<file path="src/hw/rtl/buwm_pkg.sv">
// Shared types and constants for the bounded-until window monitor.
// No dependencies; every other file of the block uses it by scoped names.
`default_nettype none

package buwm_pkg;

  localparam int CFG_W              = 11;
  localparam int CFG_RESET          = 17;
  localparam int WINDOW_MAX_DEFAULT = 1024;
  localparam int VERDICT_W          = 2;

  localparam logic [VERDICT_W-1:0] VERDICT_WAITING   = 2'd0;
  localparam logic [VERDICT_W-1:0] VERDICT_SATISFIED = 2'd1;
  localparam logic [VERDICT_W-1:0] VERDICT_FAILED    = 2'd2;
  localparam logic [VERDICT_W-1:0] VERDICT_UNDECIDED = 2'd3;

  typedef enum logic [1:0] {
    ST_IDLE,
    ST_SETUP,
    ST_SCAN,
    ST_FINISH
  } ctrl_state_t;

  // controller -> datapath
  typedef struct packed {
    logic store;       // write the accepted sample into the ring
    logic scan_start;  // point the scan at the oldest entry
    logic scan;        // walk the ring one entry per cycle
    logic load_out;    // move the verdict into the output register
  } dp_cmd_t;

  // datapath -> controller
  typedef struct packed {
    logic filled;      // ring has held a full window since the last clear
    logic found;       // checked entry settles the verdict
    logic exhausted;   // every entry checked, nothing settled
    logic out_free;    // output register can take a word this cycle
  } dp_status_t;

endpackage

`default_nettype wire

</file>
<file path="src/hw/rtl/buwm_if.sv">
// Handshake channels of the bounded-until window monitor: samples in, verdicts out.
// Depends on buwm_pkg for the verdict width.
`default_nettype none

interface buwm_sample_if;
  logic valid;
  logic ready;
  logic prop_p;
  logic prop_q;

  modport source (output valid, output prop_p, output prop_q, input ready);
  modport sink (input valid, input prop_p, input prop_q, output ready);
endinterface

interface buwm_verdict_if;
  logic                           valid;
  logic                           ready;
  logic [buwm_pkg::VERDICT_W-1:0] verdict;

  modport source (output valid, output verdict, input ready);
  modport sink (input valid, input verdict, output ready);
endinterface

`default_nettype wire

</file>
<file path="src/hw/rtl/buwm_ctrl.sv">
// Sequencer of the bounded-until window monitor: accept, set up, scan, finish.
// Depends on buwm_pkg (state enum, command and status structs).
`default_nettype none

module buwm_ctrl (
  input  wire logic                 clk,
  input  wire logic                 rst,
  input  wire logic                 in_valid,
  output logic                      in_ready,
  input  wire buwm_pkg::dp_status_t status,
  output buwm_pkg::dp_cmd_t         cmd
);

  buwm_pkg::ctrl_state_t state;
  buwm_pkg::ctrl_state_t state_next;

  always_ff @(posedge clk) begin
    if (rst) begin
      state <= buwm_pkg::ST_IDLE;
    end else begin
      state <= state_next;
    end
  end

  always_comb begin
    state_next = state;
    case (state)
      buwm_pkg::ST_IDLE: begin
        if (in_valid) begin
          state_next = buwm_pkg::ST_SETUP;
        end
      end
      buwm_pkg::ST_SETUP: begin
        state_next = status.filled ? buwm_pkg::ST_SCAN : buwm_pkg::ST_FINISH;
      end
      buwm_pkg::ST_SCAN: begin
        if (status.found || status.exhausted) begin
          state_next = buwm_pkg::ST_FINISH;
        end
      end
      buwm_pkg::ST_FINISH: begin
        if (status.out_free) begin
          state_next = buwm_pkg::ST_IDLE;
        end
      end
      default: state_next = buwm_pkg::ST_IDLE;
    endcase
  end

  always_comb begin
    in_ready = 1'b0;
    cmd      = '0;
    case (state)
      buwm_pkg::ST_IDLE: begin
        in_ready  = 1'b1;
        cmd.store = in_valid;
      end
      buwm_pkg::ST_SETUP: begin
        cmd.scan_start = status.filled;
      end
      buwm_pkg::ST_SCAN: begin
        cmd.scan = 1'b1;
      end
      buwm_pkg::ST_FINISH: begin
        cmd.load_out = status.out_free;
      end
      default: begin
        in_ready = 1'b0;
      end
    endcase
  end

endmodule

`default_nettype wire

</file>
<file path="src/hw/rtl/buwm_dp.sv">
// Datapath of the bounded-until window monitor: window register, history ring,
// scan pointer and counter, verdict and output registers. Depends on buwm_pkg.
`default_nettype none

module buwm_dp #(
  parameter int unsigned WINDOW_MAX = buwm_pkg::WINDOW_MAX_DEFAULT
) (
  input  wire logic                           clk,
  input  wire logic                           rst,
  input  wire logic                           prop_p,
  input  wire logic                           prop_q,
  input  wire logic                           cfg_write,
  input  wire logic [buwm_pkg::CFG_W-1:0]     cfg_data,
  input  wire buwm_pkg::dp_cmd_t              cmd,
  output buwm_pkg::dp_status_t                status,
  output logic                                out_valid,
  input  wire logic                           out_ready,
  output logic [buwm_pkg::VERDICT_W-1:0]      out_verdict
);

  localparam int AW = (WINDOW_MAX > 1) ? $clog2(WINDOW_MAX) : 1;
  localparam int LW = $clog2(WINDOW_MAX + 1);
  localparam int MW = (LW > buwm_pkg::CFG_W) ? LW : buwm_pkg::CFG_W;
  localparam int XW = MW + 1;

  logic [buwm_pkg::CFG_W-1:0]    window_length;
  logic [AW-1:0]                 write_position;
  logic                          window_filled;
  logic [1:0]                    ring [WINDOW_MAX];   // {p, q}
  logic [1:0]                    rd_data;
  logic                          rd_valid;
  logic [AW-1:0]                 slot;
  logic [LW-1:0]                 issued;
  logic [buwm_pkg::VERDICT_W-1:0] result;

  logic [MW-1:0] len_m;
  logic [MW-1:0] eff_m;
  logic [LW-1:0] eff_len;
  logic [XW-1:0] pos_x;
  logic [AW-1:0] pos;
  logic          filled_next;
  logic [XW-1:0] wp_inc_x;
  logic [AW-1:0] first_slot;
  logic [XW-1:0] slot_inc_x;
  logic [AW-1:0] slot_next;
  logic          issue;
  logic          found;
  logic          exhausted;

  // zero means one entry, oversize saturates
  always_comb begin
    len_m = MW'(window_length);
    if (window_length == '0) begin
      eff_m = MW'(1);
    end else if (len_m > MW'(WINDOW_MAX)) begin
      eff_m = MW'(WINDOW_MAX);
    end else begin
      eff_m = len_m;
    end
    eff_len = LW'(eff_m);
  end

  always_comb begin
    pos_x       = XW'(write_position) + XW'(1);
    pos         = (pos_x >= XW'(eff_len)) ? '0 : AW'(pos_x);
    filled_next = window_filled || ((XW'(pos) + XW'(1)) == XW'(eff_len));
    wp_inc_x    = XW'(write_position) + XW'(1);
    first_slot  = (wp_inc_x >= XW'(eff_len)) ? '0 : AW'(wp_inc_x);
    slot_inc_x  = XW'(slot) + XW'(1);
    slot_next   = (slot_inc_x >= XW'(eff_len)) ? '0 : AW'(slot_inc_x);
    found       = rd_valid && (rd_data[0] || !rd_data[1]);
    exhausted   = !rd_valid && (issued == eff_len);
    issue       = cmd.scan && (issued < eff_len) && !found;
  end

  always_ff @(posedge clk) begin
    if (rst) begin
      window_length  <= buwm_pkg::CFG_W'(buwm_pkg::CFG_RESET);
      write_position <= AW'(WINDOW_MAX - 1);
      window_filled  <= 1'b0;
    end else if (cfg_write) begin
      window_length  <= cfg_data;
      write_position <= AW'(WINDOW_MAX - 1);
      window_filled  <= 1'b0;
    end else if (cmd.store) begin
      write_position <= pos;
      window_filled  <= filled_next;
    end
  end

  // history ring: one write port, one registered read port
  always_ff @(posedge clk) begin
    if (cmd.store) begin
      ring[pos] <= {prop_p, prop_q};
    end
    if (issue) begin
      rd_data <= ring[slot];
    end
  end

  always_ff @(posedge clk) begin
    if (rst) begin
      rd_valid <= 1'b0;
      issued   <= '0;
      slot     <= '0;
    end else if (cmd.scan_start) begin
      rd_valid <= 1'b0;
      issued   <= '0;
      slot     <= first_slot;
    end else if (cmd.scan) begin
      rd_valid <= issue;
      if (issue) begin
        issued <= issued + LW'(1);
        slot   <= slot_next;
      end
    end
  end

  always_ff @(posedge clk) begin
    if (cmd.store && !filled_next) begin
      result <= buwm_pkg::VERDICT_WAITING;
    end else if (cmd.scan && found) begin
      result <= rd_data[0] ? buwm_pkg::VERDICT_SATISFIED : buwm_pkg::VERDICT_FAILED;
    end else if (cmd.scan && exhausted) begin
      result <= buwm_pkg::VERDICT_UNDECIDED;
    end
  end

  // output register
  always_ff @(posedge clk) begin
    if (rst) begin
      out_valid <= 1'b0;
    end else if (cmd.load_out) begin
      out_valid <= 1'b1;
    end else if (out_ready) begin
      out_valid <= 1'b0;
    end
  end

  always_ff @(posedge clk) begin
    if (cmd.load_out) begin
      out_verdict <= result;
    end
  end

  always_comb begin
    status.filled    = window_filled;
    status.found     = found;
    status.exhausted = exhausted;
    status.out_free  = !out_valid || out_ready;
  end

  a_found_excl: assert property (@(posedge clk) disable iff (rst)
    !(found && exhausted))
    else $error("scan both settled and exhausted");

  // a length write between scans may leave the old count above the new length
  a_issue_bound: assert property (@(posedge clk) disable iff (rst)
    cmd.scan |-> (issued <= eff_len))
    else $error("scan read past the window");

  a_load_free: assert property (@(posedge clk) disable iff (rst)
    cmd.load_out |-> (!out_valid || out_ready))
    else $error("output register overwritten");

endmodule

`default_nettype wire

</file>
<file path="src/hw/rtl/bounded_until_window_monitor.sv">
// Top level of the bounded-until window monitor: controller plus datapath.
// Depends on buwm_pkg, buwm_if, buwm_ctrl and buwm_dp.
`default_nettype none

// Runtime monitor for "p Until q" over the last window_length time units.
//
// samples  : sink channel, one word per time unit carrying prop_p / prop_q.
// verdicts : source channel, exactly one word per accepted sample:
//            0 waiting (window not yet full), 1 satisfied, 2 failed,
//            3 undecided (every entry p=1, q=0).
// cfg_write/cfg_data : writes window_length (0 acts as 1, values above
//            WINDOW_MAX saturate). A write also empties the window. Write
//            only while the monitor is idle.
//
// Timing: the sample is written into the history ring on accept. While the
// window fills, the verdict passes through the setup and finish states into the
// output register. Once full, the ring is read oldest to newest, one entry per
// cycle through its single read port, and the scan stops at the first deciding
// entry. samples.ready is high only while idle.
//
// A stalled receiver holds the verdict in the output register; the next
// sample is still accepted and scanned, and its verdict waits for the slot.
// Reset (rst, synchronous): window_length = 17, window empty, no word out.

module bounded_until_window_monitor #(
  parameter int unsigned WINDOW_MAX = buwm_pkg::WINDOW_MAX_DEFAULT
) (
  input  wire logic                       clk,
  input  wire logic                       rst,
  buwm_sample_if.sink                     samples,
  buwm_verdict_if.source                  verdicts,
  input  wire logic                       cfg_write,
  input  wire logic [buwm_pkg::CFG_W-1:0] cfg_data
);

  buwm_pkg::dp_cmd_t    cmd;
  buwm_pkg::dp_status_t status;
  logic                 in_ready;
  logic                 out_valid;
  logic [buwm_pkg::VERDICT_W-1:0] out_verdict;

  buwm_ctrl u_ctrl (
    .clk      (clk),
    .rst      (rst),
    .in_valid (samples.valid),
    .in_ready (in_ready),
    .status   (status),
    .cmd      (cmd)
  );

  buwm_dp #(
    .WINDOW_MAX (WINDOW_MAX)
  ) u_dp (
    .clk         (clk),
    .rst         (rst),
    .prop_p      (samples.prop_p),
    .prop_q      (samples.prop_q),
    .cfg_write   (cfg_write),
    .cfg_data    (cfg_data),
    .cmd         (cmd),
    .status      (status),
    .out_valid   (out_valid),
    .out_ready   (verdicts.ready),
    .out_verdict (out_verdict)
  );

  assign samples.ready    = in_ready;
  assign verdicts.valid   = out_valid;
  assign verdicts.verdict = out_verdict;

endmodule

`default_nettype wire

</file>
<file path="src/flat_wrapper.sv">
// flat-port wrapper written by rule: the top's interface ports become plain ports
module bounded_until_window_monitor_flat 
#(
  parameter int unsigned WINDOW_MAX = buwm_pkg::WINDOW_MAX_DEFAULT
)
  (clk, rst, cfg_write, cfg_data, samples_valid, samples_prop_p, samples_prop_q, samples_ready, verdicts_valid, verdicts_verdict, verdicts_ready);
  buwm_sample_if samples_i ();
  buwm_verdict_if verdicts_i ();
  input  wire logic clk;
  input  wire logic rst;
  input  wire logic cfg_write;
  input  wire logic [buwm_pkg::CFG_W-1:0] cfg_data;
  input wire logic [$bits(samples_i.valid)-1:0] samples_valid;
  input wire logic [$bits(samples_i.prop_p)-1:0] samples_prop_p;
  input wire logic [$bits(samples_i.prop_q)-1:0] samples_prop_q;
  output wire logic [$bits(samples_i.ready)-1:0] samples_ready;
  output wire logic [$bits(verdicts_i.valid)-1:0] verdicts_valid;
  output wire logic [$bits(verdicts_i.verdict)-1:0] verdicts_verdict;
  input wire logic [$bits(verdicts_i.ready)-1:0] verdicts_ready;
  assign samples_i.valid = samples_valid;
  assign samples_i.prop_p = samples_prop_p;
  assign samples_i.prop_q = samples_prop_q;
  assign samples_ready = samples_i.ready;
  assign verdicts_valid = verdicts_i.valid;
  assign verdicts_verdict = verdicts_i.verdict;
  assign verdicts_i.ready = verdicts_ready;
  bounded_until_window_monitor #(.WINDOW_MAX(WINDOW_MAX)) u_core (.clk(clk), .rst(rst), .samples(samples_i), .verdicts(verdicts_i), .cfg_write(cfg_write), .cfg_data(cfg_data));
endmodule
</file>
<file path="config.mk">
export PLATFORM = sky130hd
export DESIGN_NAME = bounded_until_window_monitor_flat
export DESIGN_NICKNAME = d
export VERILOG_FILES = /design/src/hw/rtl/buwm_pkg.sv /design/src/hw/rtl/buwm_if.sv /design/src/hw/rtl/buwm_ctrl.sv /design/src/hw/rtl/buwm_dp.sv /design/src/hw/rtl/bounded_until_window_monitor.sv /design/src/flat_wrapper.sv
export SDC_FILE = /design/constraint.sdc
export NUM_CORES = 2
export LEC_CHECK = 0
export BUFFER_PORTS_ARGS = -buffer_cell sky130_fd_sc_hd__buf_2
export CAP_MARGIN = 10
export CORE_MARGIN = 4
export CORE_UTILIZATION = 43
export DETAILED_ROUTE_END_ITERATION = 10
export MAX_ROUTING_LAYER = met4
export PLACE_DENSITY = 0.56
export SYNTH_ARGS = -nofsm -noshare
export SYNTH_HDL_FRONTEND = slang
export SYNTH_SLANG_ARGS = --single-unit
</file>
<file path="constraint.sdc">
create_clock -name clk -period 6.9 [get_ports clk]
set_clock_uncertainty 0.1 [all_clocks]
set_input_delay 1.38 -clock clk [delete_from_list [all_inputs] [get_ports clk]]
set_output_delay 1.38 -clock clk [all_outputs]
set_load 0.02 [all_outputs]
</file>
# Yosys cells after proc, flatten, opt, wreduce, memory -nomap -nowiden
# Memories as Yosys holds them, arrays and structs flattened. A register that Yosys moved wholly into a read port is not among the register bits.
# Cells that the tools add are included.
[word_totals] inputBits=18 mem_count=1 word_cells=78 reg_bits=51 latchBits=0 romBits=0 ram_bits=2048
[op_classes] muxes=24 shifts=0 n_eq_ne=8 bitwise_logic=0 div_mod_pow=0 mul=0 magnitude_cmp=4 add_sub_neg=4 n_reduce_logical=27
[mem_list] memory="u_core.u_dp.ring" depth=1024 width=2 rd=1 rd_ports_with_merged_regs=1 wr=1 line_no="buwm_dp.sv:29" text="logic [1:0] ring [WINDOW_MAX];"
[op_table] cell="10-bit 2-to-1 mux" n=5
[op_table] cell="10-bit by 1-bit adder with 11-bit output (second input constant)" n=3
[op_table] cell="11-bit equality test" n=2
[op_table] cell="11-bit >= comparator" n=2
[op_table] cell="11-bit 2-to-1 mux" n=2
[op_table] cell="2-bit 2-to-1 mux" n=6
[op_table] cell="11-bit by 1-bit adder with 11-bit output (second input constant)" n=1
[op_table] cell="11-bit greater-than comparator (second input constant)" n=1
[op_table] cell="11-bit logical NOT" n=1
[op_table] cell="11-bit less-than comparator" n=1
[op_table] cell="1-bit 2-to-1 mux" n=10
[op_table] cell="2-bit case mux with 4 select lines" n=1
[op_table] cell="2-bit nonzero test" n=4
[op_table] cell="1-bit logical AND" n=7
[op_table] cell="2-bit inequality test (second input constant)" n=3
[op_table] cell="1-bit logical NOT" n=5
[op_table] cell="2-bit equality test (second input constant)" n=2
[op_table] cell="1-bit logical OR" n=4
[op_table] cell="2-bit AND reduction" n=2
[op_table] cell="2-bit OR reduction" n=2
[op_table] cell="3-bit AND reduction" n=1
[op_table] cell="2-bit by 1-bit equality test with 1-bit output (second input constant)" n=1
[op_table] cell="2-bit logical NOT" n=1

# Depth between registers and ports, before layout
[depth] ltp_word=10 mapped_depth=25

# Modules after synthesis
# A second synthesis with hierarchy kept.
[hier_totals] hier_cells=5153 area_unflattened_um2=87223.7
[modules_own_cells] module="buwm_dp" seq_area_each_um2=62560.0 area_per_inst_um2=87014.7 instances=1 cells_per_inst=5128
[modules_own_cells] module="buwm_ctrl" seq_area_each_um2=40.0 area_per_inst_um2=209.0 instances=1 cells_per_inst=25

# Least setup slack after synthesis
# Ideal clock, no wire load.
[synth_path] kind="flip-flop to flip-flop" start="register u_core.u_dp.write_position[1]" end="register u_core.u_dp.window_filled" setup_ns=0.096 required_ns=6.704 synth_period_minus_slack_ns=5.348 stages_incl_launch_ff=24 arrival_ns=5.153 path_slack_ns=1.552 path_cell_list="dfxtp_1 > ha_1 > buf_2 > nand3_1 > xor2_1 > inv_1 > ha_1 > a21oi_1 > o21ai_0 > a221oi_1 > o21a_1 > clkbuf_1 > clkbuf_1 > nand2_1 > inv_1 > ha_1 > nand3_1 > a211oi_2 > nand3_1 > xnor2_1 > or4_1 > a311o_1 > a211o_1 > o41ai_2"
[synth_via] elab_chain_cells=6
[synth_rtl] element="start, declared" line_no="buwm_dp.sv:27" text="logic [AW-1:0] write_position;"
[synth_rtl] element="start signal, assigned" line_no="buwm_dp.sv:79" text="write_position <= AW'(WINDOW_MAX - 1);"
[synth_rtl] element="start signal, assigned" line_no="buwm_dp.sv:83" text="write_position <= AW'(WINDOW_MAX - 1);"
[synth_rtl] element="start signal, assigned" line_no="buwm_dp.sv:86" text="write_position <= pos;"
[synth_rtl] element="10-bit by 1-bit adder with 11-bit output *"
[synth_rtl] element="11-bit >= comparator"
[synth_rtl] element="10-bit 2-to-1 mux *"
[synth_rtl] element="via u_core.u_dp.first_slot[1]" line_no="buwm_dp.sv:43" text="logic [AW-1:0] first_slot;"
[synth_rtl] element="10-bit by 1-bit adder with 11-bit output *" line_no="buwm_dp.sv:66" text="filled_next = window_filled || ((XW'(pos) + XW'(1)) == XW'(eff_len));"
[synth_rtl] element="11-bit equality test *" line_no="buwm_dp.sv:66"
[synth_rtl] element="1-bit logical OR *" line_no="buwm_dp.sv:66"
[synth_rtl] element="end signal, assigned" line_no="buwm_dp.sv:87" text="window_filled <= filled_next;"
[synth_rtl] element="end, declared" line_no="buwm_dp.sv:28" text="logic window_filled;"
# The timed path passes the listed nets; every way through them passes the cells marked *.
# A chain may end at the register's enable or synchronous reset.

# Final worst setup path
[layout_path] start="register u_core.u_dp.write_position[0]" end="memory u_core.u_dp.ring[343][1], enable pin"
[layout_via] elab_chain_cells=3
[layout_rtl] element="10-bit by 1-bit adder with 11-bit output *"
[layout_rtl] element="11-bit >= comparator"
[layout_rtl] element="10-bit 2-to-1 mux *"
[layout_rtl] element="via u_core.u_dp.first_slot[1]" line_no="buwm_dp.sv:43"
[layout_rtl] element="end, declared" line_no="buwm_dp.sv:29"
# Marks and branches as above.

==> results.md <==
- The flow ran to the end, and the final reports show no timing, DRC or antenna violations.
- Across all layers, the routed design uses 49.64k vias.
- The post-route clock period utilization is 87.11%.
- The total of flip-flops plus latches after synthesis is 2,101.
- The minimum clock period after layout is 6.010 ns.
- The worst-margin pin slew is 1.290 ns.
- After detailed routing, the average wire length per cell comes to 32.88 um.
- The overall die height is 458.4 um.
- The number of resized instances in the post-cts repair step is 0.
- In this run the static leakage power is 0.02927 uW.
- The longest clock path from root to sink contains 3 buffers.
- The slowest stage of the critical path is the sky130_fd_sc_hd__and3_1 cell.
- The die covers 210,100 um2.
- In the final layout, the share of cells above drive strength 1 is 19.50%.
- The most area-hungry cell type in the Yosys netlist is sky130_fd_sc_hd__edfxtp_1.
- The launch point of the worst path is u_core.u_dp.write_position[0].
- The peak per-stage delay on the critical path is 0.70 ns.
- In this run the tool buffered the top-level ports with 21 buffer cells.
- Summed over its instances, the top area cell type makes up 70.64% of the synthesized netlist area.
- The worst register-to-register path has a depth of 16.
- Summing all flip-flop and latch instances after layout gives 62,620 um2.
- For this design the top-level I/O count stands at 22.
- Setup violations remaining at the end of the flow were counted as 0.
- The total routed wirelength is 265.5 mm.
- The aggregate negative setup slack is 0 ns.
- The H-tree level count is 4.
- The remaining design rule violation count is 0.
- The most common cell after layout, fill and taps aside is sky130_fd_sc_hd__edfxtp_1.
- Across the VDD grid, the largest voltage drop is 0.2376 mV.
- The share of flip-flops with an asynchronous set or reset is 0%.
- Power spread over the standard cell area amounts to 318.6 nW/um2.
- The tightest min-delay check is of the flop to flop type.
- The worst setup path is launched from a flop.
- TritonCTS built the clock tree.
- The worst register-to-register path has a setup slack of 0.89 ns.
- For this run, the register share of the synthesized area comes to 71.76%.
- The endpoint identified for the worst register-to-register timing path is u_core.u_dp.ring[343][1].
- The signal on the critical path passes through ha_1, nand3_1, xor2_1, inv_1, ha_1, a21oi_1, o21ai_0, a221oi_1, o21a_1, nand2_1, inv_1, ha_1, and3_1, nand2_4, buf_4, nor2_1.
- After legalization and detailed placement, the total HPWL measured 151.0 mm.
- The final layout contains 5,277 nets.
- The total area inside the core boundary comes to 201,900 um2.
- The critical path runs through a total of 16 cells.
- The number of buffer and inverter instances along the worst setup path is 3.
- The final count of hold timing violations is 0.
- The overall die width is 458.4 um.
- The top cell types in the final layout, fill and taps aside, are 2,052 x sky130_fd_sc_hd__edfxtp_1, 1,113 x sky130_fd_sc_hd__nor2_1, 462 x sky130_fd_sc_hd__mux4_2.
- The layout overhead on the synthesized area is 12.19%.
- The count of nets left with antenna violations once routing finished came out at 0.
- The number of clock buffers added by TritonCTS is 213.
- The area used by multi-input combinational logic is 22,870 um2.
- met2 is the most crowded layer.
- The weighted congestion reported at the end of routability-driven placement is 0.8822.
- Counting every net in the synthesized netlist gives 5,304.
- Synthesis produced a netlist whose cell count is 5,242.
- The met3 demand-to-capacity share in global routing is 4.499%.
- Clock-pin slew was measured on the worst setup and hold paths at 0.06 ns.
- The most prevalent standard cell on the critical path is sky130_fd_sc_hd__ha_1.
- For this run the aggregate overflow at the end of global routing stands at 0.
- After synthesis, the mean cell area works out to 16.64 um2.
- The largest net degree at the start of global routing is 231.
- The largest delay contributor family on the critical path is simple AND/OR/NAND/NOR gates.
- The highest clock frequency the design can meet is 166.4 MHz.
- The iteration count of the initial detailed-routing pass is 7.
- In this run the most critical hold path is launched from u_core.u_dp.result[1].
- The worst reg2reg path startpoint is u_core.u_dp.write_position[0].
- The non-filler instance count after layout is 8,073.
- The count of flip-flops with a built-in enable after synthesis is 2,052.
- The CTS root buffer is sky130_fd_sc_hd__clkbuf_16.
- The via count of the first global-routing pass came to 49.59k.
- The summed instance area of the synthesized netlist is 87,230 um2.
- Using the TritonRoute via totals, the vias-per-cell ratio works out to 6.149.
- Data on the critical path arrives at its endpoint at 6.44 ns.
- The overall fraction of global-route tracks in use is 25.88%.
- The wire length of the first global-routing pass is 375.2 mm.
- The capture point of the critical path is u_core.u_dp.ring[343][1].
- The number of violations reported at the end of detailed-routing iteration 0 is 6,179.
- The distinct cell type count after synthesis is 75.
- The most used flip-flop cell after synthesis is sky130_fd_sc_hd__edfxtp_1.
- During synthesis, Yosys emitted a total of 0 warnings.
- The placement row count is 165.
- The kind of end point of the critical path is a flop.
- The final count of pins violating max slew is 0.
- Global routing used 39.77% of the available met2 tracks.
- The layout filler cell count is 16.93k.
- For this run, the share of the core covered by cells in the final layout is 48.47%.
- The post-detailed-placement cell area is 90,800 um2.
- After detailed placement, the design holds a cell count of 7,672.
- After synthesis, the cell types taking the most area are sky130_fd_sc_hd__edfxtp_1 71%, sky130_fd_sc_hd__mux4_2 12%, sky130_fd_sc_hd__nor2_1 4.8%.
- The critical path in this run is classified as flop to flop.
- The number of maximum-capacitance violations is 0.
- The post-CTS setup buffer count is 0.
- The TritonCTS sink count is 2,101.
- Measured against its own limit, the worst slew margin works out to 14.01%.
- The number of antenna violations at the first check in global routing is 12.
- For the worst setup path, the data required time is 7.33 ns.
- The number of hold buffers added after cts is 0.
- The met1 global-route usage is 35.51%.
- Of all nets on the critical path, the largest fanout is 19.
- The initial cell density of the core is 43.21%.
- Setup repair after global routing left no endpoint under its margin.
- Once layout is done, the placed cells without fillers occupy 97,870 um2.
- The source-to-sink clock delay at the later pin of the worst-skew pair is 0.87 ns.
synthesized netlist by cell type (all sizes together) (49+ instances only):
cell,instances
mux2i,183
a221oi,60
a22oi,91
nor2,1121
nand3,61
o21ai,62
nand2,140
clkbuf,290
a21oi,90
mux4,462
edfxtp,2052
dfxtp,49
buf,146
report_power, final:
group          switching (uW)  internal (uW)
Sequential                123          14100
Combinational            3270           1920
Clock                    4980           6810
Total                    8370          22800
stage by stage:
stage / setup slack [ns] / power (uW) / hold WS [ns]
final: 0.8897 / 31180 / 0.3509
after global routing: 0.5739 / 32210 / 0.3521
after CTS: 0.9322 / 31330 / 0.3468
after detailed placement: 0.9808 / 19650 / 0.3314
after global placement: 0.9105 / 19670 / 0.3269
after floorplan: 1.552 / 17790 / 0.3030
cells by family after synthesis:
logic type      after synthesis  synth area share (%)
compound gates              453                 3.683
xor+xnor                     32                0.3600
fa+ha+maj                    44                0.6311
buf+inv                     468                 2.410
flops                      2101                 71.76
mux                         657                 14.18
simple gates               1487                 6.972
how the worst min path moves through the flow:
| stage | depth (start not counted) | to |
|---|---|---|
| 2_1_floorplan | 0 | u_core.u_dp.out_verdict[1] |
| 3_3_place_gp | 0 | u_core.u_dp.out_verdict[1] |
| 3_5_place_dp | 0 | u_core.u_dp.out_verdict[0] |
| 4_1_cts | 0 | u_core.u_dp.out_verdict[0] |
| 5_1_grt | 0 | u_core.u_dp.out_verdict[0] |
| 6_report | 0 | u_core.u_dp.out_verdict[1] |
area by class of cell:
| class | count | share of cell area (%) |
|---|---|---|
| tap | 2672 | 3.416 |
| multi-input combinational | 2673 | 23.36 |
| clock inverter | 130 | 1.514 |
| clock buffer | 266 | 5.693 |
| inverter | 32 | 0.1278 |
| antenna | 5 | 0.01278 |
| sequential | 2101 | 63.98 |
| timing repair buffer | 194 | 1.890 |
worst reg2reg max path: stages, from the launching register on:
cell and delay [ns]:
sky130_fd_sc_hd__dfxtp_1 0.57, sky130_fd_sc_hd__ha_1 0.60, sky130_fd_sc_hd__nand3_1 0.17, sky130_fd_sc_hd__xor2_1 0.36
sky130_fd_sc_hd__inv_1 0.12, sky130_fd_sc_hd__ha_1 0.32, sky130_fd_sc_hd__a21oi_1 0.17, sky130_fd_sc_hd__o21ai_0 0.13
sky130_fd_sc_hd__a221oi_1 0.36, sky130_fd_sc_hd__o21a_1 0.20, sky130_fd_sc_hd__nand2_1 0.12, sky130_fd_sc_hd__inv_1 0.13
sky130_fd_sc_hd__ha_1 0.29, sky130_fd_sc_hd__and3_1 0.70, sky130_fd_sc_hd__nand2_4 0.58, sky130_fd_sc_hd__buf_4 0.49
sky130_fd_sc_hd__nor2_1 0.26
layer usage:
layer	routed length, um	part of all wire [%]
met1	107500	41
met2	126100	48
met3	22830	8.6
met4	8976	3.4
met5	0	0
registers in the layout, summed over array words and instances (netlist names):
signal                      count
u_core.u_dp.ring             2048
u_core.u_dp.issued             11
u_core.u_dp.len_m              11
u_core.u_dp.slot               10
u_core.u_dp.write_position     10
u_core.u_ctrl.state             2
u_core.u_dp.out_verdict         2
u_core.u_dp.rd_data             2
u_core.u_dp.result              2
u_core.u_dp.out_valid           1
u_core.u_dp.rd_valid            1
u_core.u_dp.window_filled       1
Note: power is estimated with default switching activity, not from simulation.
